===== config.mk =====
export PLATFORM = sky130hd
export DESIGN_NAME = arc_vtx_seq
export DESIGN_NICKNAME = d
export VERILOG_FILES = /design/src/rtl/arc_vtx_pkg.sv /design/src/rtl/arc_vtx_seq.sv
export SDC_FILE = /design/constraint.sdc
export NUM_CORES = 1
export LEC_CHECK = 0
export BUFFER_PORTS_ARGS = -buffer_cell sky130_fd_sc_hd__buf_4
export CORE_UTILIZATION = 30
export CTS_BUF_LIST = sky130_fd_sc_hd__clkbuf_8
export DETAILED_ROUTE_END_ITERATION = 6
export PLACE_DENSITY_LB_ADDON = 0.08
export RECOVER_POWER = 50
export SYNTH_ARGS = -nofsm -noshare
export SYNTH_HDL_FRONTEND = slang
export SYNTH_SLANG_ARGS = --single-unit

===== constraint.sdc =====
create_clock -name clk -period 10.9 [get_ports clk]
set_input_delay 2.18 -clock clk [delete_from_list [all_inputs] [get_ports clk]]
set_output_delay 2.18 -clock clk [all_outputs]
set_load 0.01 [all_outputs]

===== src/rtl/arc_vtx_pkg.sv =====
// Shared types, constants and sine polynomial coefficients for the arc vertex generator.
package arc_vtx_pkg;

	localparam int ANGLE_BITS_DEF = 16;
	localparam int MAX_SECTIONS_DEF = 63;
	localparam logic [5:0] SECTION_COUNT_RESET = 6'd16;

	// Coefficients of the odd sine polynomial, all in Q30.
	localparam logic [30:0] POLY_A = 31'd1686629713;
	localparam logic [30:0] POLY_B = 31'd688904866;
	localparam logic [30:0] POLY_C = 31'd76016977;
	localparam logic [30:0] Q30_ONE = 31'h4000_0000;
	localparam logic [61:0] ROUND_HALF = 62'h2000_0000;

	typedef enum logic [2:0] {
		OP_SQUARE,
		OP_POLY_T,
		OP_POLY_U,
		OP_SINE,
		OP_SCALE
	} cell_op_t;

	localparam int NUM_CELLS = 5;
	localparam cell_op_t CELL_OPS [NUM_CELLS] = '{OP_SQUARE, OP_POLY_T, OP_POLY_U, OP_SINE, OP_SCALE};

	typedef enum logic [1:0] {
		ST_IDLE,
		ST_DIV,
		ST_NEXT,
		ST_WAIT
	} seq_state_t;

	typedef struct packed {
		logic [30:0] z;
		logic [30:0] z2;
		logic [31:0] acc;
		logic        neg;
	} lane_t;

	typedef struct packed {
		logic               last;
		logic signed [31:0] cx;
		logic signed [31:0] cy;
		logic [30:0]        r;
		lane_t              lx;
		lane_t              ly;
	} point_t;

endpackage


===== src/rtl/arc_vtx_seq.sv =====
// Arc sequencer: step division, angle walk and issue of one point at a time into the chain.
module arc_vtx_seq
	import arc_vtx_pkg::*;
#(
	parameter int ANGLE_BITS = ANGLE_BITS_DEF,
	parameter int MAX_SECTIONS = MAX_SECTIONS_DEF
) (
	input  logic         clk,
	input  logic         arst_n,
	input  logic [5:0]   section_count,
	input  logic         arc_valid,
	output logic         arc_ready,
	input  logic [31:0]  center_x,
	input  logic [31:0]  center_y,
	input  logic [30:0]  arc_radius,
	input  logic [15:0]  begin_angle,
	input  logic [15:0]  end_angle,
	input  logic         clockwise,
	input  logic         point_done,
	output logic         issue_valid,
	output point_t       issue_pt
);

	localparam int SEC_W = $clog2(MAX_SECTIONS + 1);
	localparam int CNT_W = $clog2(ANGLE_BITS + 1);
	localparam logic [ANGLE_BITS:0] TURN = (ANGLE_BITS + 1)'(1) << ANGLE_BITS;

	seq_state_t state_q, state_d;

	logic [CNT_W-1:0]      cnt_q;
	logic [SEC_W:0]        rem_q;
	logic [ANGLE_BITS:0]   quo_q;
	logic [SEC_W-1:0]      n_q;
	logic [SEC_W-1:0]      k_q;
	logic [ANGLE_BITS:0]   rot_q;
	logic [ANGLE_BITS-1:0] step_q;
	logic [ANGLE_BITS-1:0] begin_q;
	logic [ANGLE_BITS-1:0] end_q;
	logic                  cw_q;
	logic                  last_q;
	logic signed [31:0]    cx_q;
	logic signed [31:0]    cy_q;
	logic [30:0]           r_q;

	logic [SEC_W-1:0]      n_clamp;
	logic [SEC_W:0]        rem_shift;
	logic                  rem_ge;
	logic [SEC_W:0]        rem_new;
	logic [ANGLE_BITS:0]   quo_new;
	logic [ANGLE_BITS-1:0] diff;
	logic                  interior;
	logic [ANGLE_BITS-1:0] angle;
	logic [31:0]           phase;

	function automatic lane_t make_lane(logic [31:0] ph);
		lane_t l;
		l.z = {1'b0, ph[29:0]};
		if (ph[30]) begin
			l.z = Q30_ONE - l.z;
		end
		l.neg = ph[31];
		l.z2 = '0;
		l.acc = '0;
		return l;
	endfunction

	always_comb begin
		if (section_count == 6'd0) begin
			n_clamp = SEC_W'(1);
		end else if (32'(section_count) > 32'(MAX_SECTIONS)) begin
			n_clamp = SEC_W'(MAX_SECTIONS);
		end else begin
			n_clamp = SEC_W'(section_count);
		end
	end

	// Restoring division of one full turn by the section count, one quotient bit a cycle.
	always_comb begin
		rem_shift = {rem_q[SEC_W-1:0], (cnt_q == '0)};
		rem_ge = rem_shift >= {1'b0, n_q};
		rem_new = rem_ge ? rem_shift - {1'b0, n_q} : rem_shift;
		quo_new = {quo_q[ANGLE_BITS-1:0], rem_ge};
	end

	always_comb begin
		diff = end_q - begin_q;
		if (k_q >= n_q) begin
			interior = 1'b0;
		end else if (cw_q) begin
			interior = (TURN - rot_q) > {1'b0, diff};
		end else begin
			interior = rot_q < {1'b0, diff};
		end
		if (!interior) begin
			angle = end_q;
		end else if (cw_q) begin
			angle = begin_q - rot_q[ANGLE_BITS-1:0];
		end else begin
			angle = begin_q + rot_q[ANGLE_BITS-1:0];
		end
		phase = 32'(angle) << (32 - ANGLE_BITS);
	end

	always_comb begin
		state_d = state_q;
		case (state_q)
			ST_IDLE: if (arc_valid) state_d = ST_DIV;
			ST_DIV:  if (cnt_q == CNT_W'(ANGLE_BITS)) state_d = ST_NEXT;
			ST_NEXT: state_d = ST_WAIT;
			ST_WAIT: begin
				if (point_done) begin
					state_d = last_q ? ST_IDLE : ST_NEXT;
				end
			end
			default: state_d = ST_IDLE;
		endcase
	end

	always_comb begin
		arc_ready = (state_q == ST_IDLE);
		issue_valid = (state_q == ST_NEXT);
		issue_pt.last = !interior;
		issue_pt.cx = cx_q;
		issue_pt.cy = cy_q;
		issue_pt.r = r_q;
		issue_pt.lx = make_lane(phase + 32'h4000_0000);
		issue_pt.ly = make_lane(phase);
	end

	always_ff @(posedge clk or negedge arst_n) begin
		if (!arst_n) begin
			state_q <= ST_IDLE;
			cnt_q <= '0;
			k_q <= '0;
			last_q <= 1'b0;
		end else begin
			state_q <= state_d;
			case (state_q)
				ST_IDLE: begin
					cnt_q <= '0;
				end
				ST_DIV: begin
					cnt_q <= cnt_q + CNT_W'(1);
					k_q <= SEC_W'(1);
				end
				ST_NEXT: begin
					last_q <= !interior;
				end
				ST_WAIT: begin
					if (point_done && !last_q) begin
						k_q <= k_q + SEC_W'(1);
					end
				end
				default: begin
					cnt_q <= '0;
				end
			endcase
		end
	end

	always_ff @(posedge clk) begin
		if (state_q == ST_IDLE && arc_valid) begin
			n_q <= n_clamp;
			rem_q <= '0;
			quo_q <= '0;
			begin_q <= ANGLE_BITS'(begin_angle);
			end_q <= ANGLE_BITS'(end_angle);
			cw_q <= clockwise;
			cx_q <= center_x;
			cy_q <= center_y;
			r_q <= arc_radius;
		end
		if (state_q == ST_DIV) begin
			rem_q <= rem_new;
			quo_q <= quo_new;
			step_q <= quo_new[ANGLE_BITS-1:0];
			rot_q <= {1'b0, quo_new[ANGLE_BITS-1:0]};
		end
		if (state_q == ST_WAIT && point_done) begin
			rot_q <= rot_q + {1'b0, step_q};
		end
	end

endmodule


==> results.sh <==
export IMPL_vias=8688
export IMPL_grt_total_usage_pct=13.68
export IMPL_fp_row_count=74
export IMPL_avgRoutedWirePerCell_um=14.75
export IMPL_avgSynthCellArea_um2=11.01
export IMPL_hold_violations=0
export IMPL_netlist_area_mm2=0.01255
export IMPL_cts_resized_gates=0
export IMPL_grt_pass1_vias=8452
export IMPL_cts_hold_buf=0
export IMPL_via_per_inst=4.357
export IMPL_clock_skew_ps=17.97
export IMPL_dpl_cell_count=1916
export IMPL_min_path_type="flip-flop to flip-flop"
export IMPL_start_util_pct=30.59
export IMPL_violations="design-rule violations, max-capacitance violations, max-slew violations"
export IMPL_finalMaxSlewViolations=153
export IMPL_wl_mm=29.41
export IMPL_ant_nets=0
export IMPL_wl_met2_mm=13.38
export IMPL_post_dp_hpwl_mm=21.89
export IMPL_max_slew_margin_pct=-112.0
export IMPL_clock_sinks=202
export IMPL_finalSetupViolCount=0
export IMPL_fp_dieH_um=206.5
export IMPL_wl_met3_mm=2.009
export IMPL_route_layer_met1_wl_mm=13.14
export IMPL_p_clk_share_pct=14.5
export IMPL_core_mm2=0.04102
export IMPL_p_int_mw=2.915
export IMPL_synth_main_ff_cell="edfxtp_1"
export IMPL_hold_slack_ps=463.0
export IMPL_max_freq_mhz=106.9
export IMPL_antenna_found_initial=1
export IMPL_place_area_mm2=0.01454
export IMPL_fin_crit_ps=9356
export IMPL_port_buffers=267
export IMPL_final_area_mm2=0.01525
export IMPL_ys_warn_count=0
export IMPL_cp_arrival_ps=7180
export IMPL_power_density_mw_per_mm2=338.0
export IMPL_grt_max_degree=59
export IMPL_rsz0062_at_grt="false"
export IMPL_top_layer="met4"
export IMPL_overflow=0
export IMPL_drc=31
export IMPL_setup_tns_ps=0
export IMPL_die_area_mm2=0.04265
export IMPL_synth_seq_cells=202
export IMPL_maxCapViolations=4
export IMPL_synth_edff_count=188
export IMPL_first_pass_iters=7
export IMPL_path_clk_slew_ps=60
export IMPL_stdcell_count=1994
export IMPL_insertedDiodeCount=0
export IMPL_drive_gt1_share_pct=22.98
export IMPL_clock_root_buffer="clkbuf_8"
export IMPL_final_nets=1659
export IMPL_post_cts_setup_buffers=0
export IMPL_drtIter0Drc=309
export IMPL_crit_path_end_kind="output port"
export IMPL_syn_inst=1140
export IMPL_pwr_share_seq_pct=25.5
export IMPL_worstSetupPathType="flip-flop to output port"
export IMPL_p_sw_mw=2.239
export IMPL_worst_path_max_fanout=7
export IMPL_synth_yosys_seq_area_share_pct=47.78
export IMPL_gp_congestion=0.8290
export IMPL_peakVddDrop_v=0.0001977
export IMPL_switching_share_pct=43.44
export IMPL_p_comb_share_pct=60.0
export IMPL_place_ws_ps=2141
export IMPL_layout_setup_ws_ps=1544
export IMPL_crit_required_ps=8720
export IMPL_status="complete, but fails checks"
export IMPL_io_pins=426
export IMPL_worst_pin_slew_ps=3180
export IMPL_startpoint_type="flip-flop"
export IMPL_ys_async_sr_fraction_pct=6.931
export IMPL_cts_buffer_depth=3
export IMPL_die_w_um=206.5
export IMPL_h_tree_depth=2
export IMPL_period_share_pct=85.84
export IMPL_clock_latency_ps=610
export IMPL_syn2layout_area_growth_pct=21.54
export IMPL_synthDistinctLibCells=70
export IMPL_tritoncts="yes"
export IMPL_cts_made_buffers=42
export IMPL_grt_pass1_wl_mm=45.18
export IMPL_leakagePower_nw=6.584
-- layer usage --
| layer | global-route usage (%) | vias up |
|---|---|---|
| li1 | - | 4306 |
| met1 | 17.86 | 4056 |
| met2 | 21.08 | 263 |
| met3 | 3.579 | 63 |
| met4 | 6.276 | 0 |
| met5 | 0 | - |
-- final cells by class --
| class | count | area, µm² |
|---|---|---|
| tap | 532 | 665.6 |
| inverter | 54 | 202.7 |
| clock buffer | 44 | 605.6 |
| timing repair buffer | 273 | 1997 |
| fill | 4175 | 25770 |
| clock inverter | 34 | 163.9 |
| multi-input combinational | 855 | 5620 |
| sequential | 202 | 5996 |
-- worst paths after layout --
check,to,cells past startpoint,startpoint,slack (ps)
worst min-delay path,step_q[15],0,quo_q[14],460
worst max register to register,last_q,13,rot_q[2],5950
min in group asynchronous,cnt_q[0],1,arst_n,1630
max in group asynchronous,k_q[2],1,arst_n,8770
worst min register to register,step_q[15],0,quo_q[14],460
worst max-delay path,issue_pt[187],23,rot_q[2],1540
-- critical path: stages (launching register included) --
cell	delay (ps)
edfxtp_1	530
or3_1	430
or3_1	360
nor4_1	560
nor2b_1	310
nor3b_1	340
xnor2_1	120
ha_1	310
nand4_1	100
or4_1	490
o41a_1	390
nand3_2	180
nor2_1	60
a21oi_1	210
ha_1	290
nand2_1	110
or3_1	370
or3_1	380
or3_1	320
a31o_2	230
o31a_1	120
nand2_1	90
xor2_1	150
buf_4	140
-- synthesized netlist by cell type, drive strengths merged (6+ instances only) --
cell type / n / area share (%)
xnor2: 62 / 4.4
ha: 89 / 8.9
o31a: 8 / 0.56
nand4: 8 / 0.40
a21oi: 53 / 2.2
nor3b: 6 / 0.45
nor3: 22 / 1.0
nor4: 6 / 0.30
nand2: 65 / 1.9
mux2i: 15 / 1.2
a21o: 18 / 1.1
or3: 15 / 0.75
nor2b: 24 / 1.2
o21ai: 52 / 2.1
nand2b: 16 / 0.80
inv: 54 / 1.6
a211oi: 8 / 0.56
edfxtp: 188 / 45
and3: 7 / 0.39
buf: 166 / 9.9
and2: 20 / 1.0
dfrtp: 14 / 2.8
xor2: 43 / 3.0
nor2: 79 / 2.4
clkbuf: 20 / 0.60
nand3: 14 / 0.64
o21a: 7 / 0.42
-- registers in the layout, indices dropped and copies added, names as in the netlist --
name / flops
end_q: 16
cy_q: 32
last_q: 1
cx_q: 32
rem_q: 6
quo_q: 15
rot_q: 17
n_q: 6
begin_q: 16
step_q: 16
r_q: 31
cnt_q: 5
cw_q: 1
state_q: 2
k_q: 6
-- per-stage QoR --
step                utilization, %  power (mW)
floorplan                        -       3.429
global placement             35.44       4.437
detailed placement           35.44       4.454
CTS                          37.32       5.245
global route                 37.18       5.641
finish                       37.18       5.154
-- kinds of logic after synthesis --
kind of cell / count (synthesis) / share of synthesized area (%)
AO/OA/AOI/OAI: 189 / 9.692
XOR/XNOR: 105 / 7.389
adder cells (fa/ha/maj): 94 / 9.592
buffers and inverters: 240 / 12.12
flip-flops: 202 / 47.78
multiplexers: 20 / 1.705
other: 1 / 0.02988
AND/OR/NAND/NOR: 289 / 11.69
-- placed cells by master (no fill, tap or decap), drive strengths merged, types with 5 or more instances in the layout --
master	n
buf	134
or3	15
clkbuf	183
a21oi	53
nor2	79
nand2b	16
and2	20
edfxtp	188
o31a	8
nand4	8
a21boi	5
clkinv	18
xor2	43
nand3	14
a21o	18
a211oi	8
and3	7
inv	69
o211ai	5
nor3	22
mux2	5
xnor2	62
nor4	6
nor2b	24
o21ai	52
ha	89
conb	158
o21a	7
mux2i	15
a31oi	5
dfrtp	14
nor3b	6
nand2	65
-- power by group through the flow --
stage	combinational [mW]	clock, mW	sequential [mW]
floorplan	2.14	0	1.29
global placement	3.12	0	1.32
detailed placement	3.13	0	1.32
CTS	3.14	0.793	1.31
global route	3.47	0.826	1.35
finish	3.09	0.748	1.31
Power figures use the tool's default switching activity.
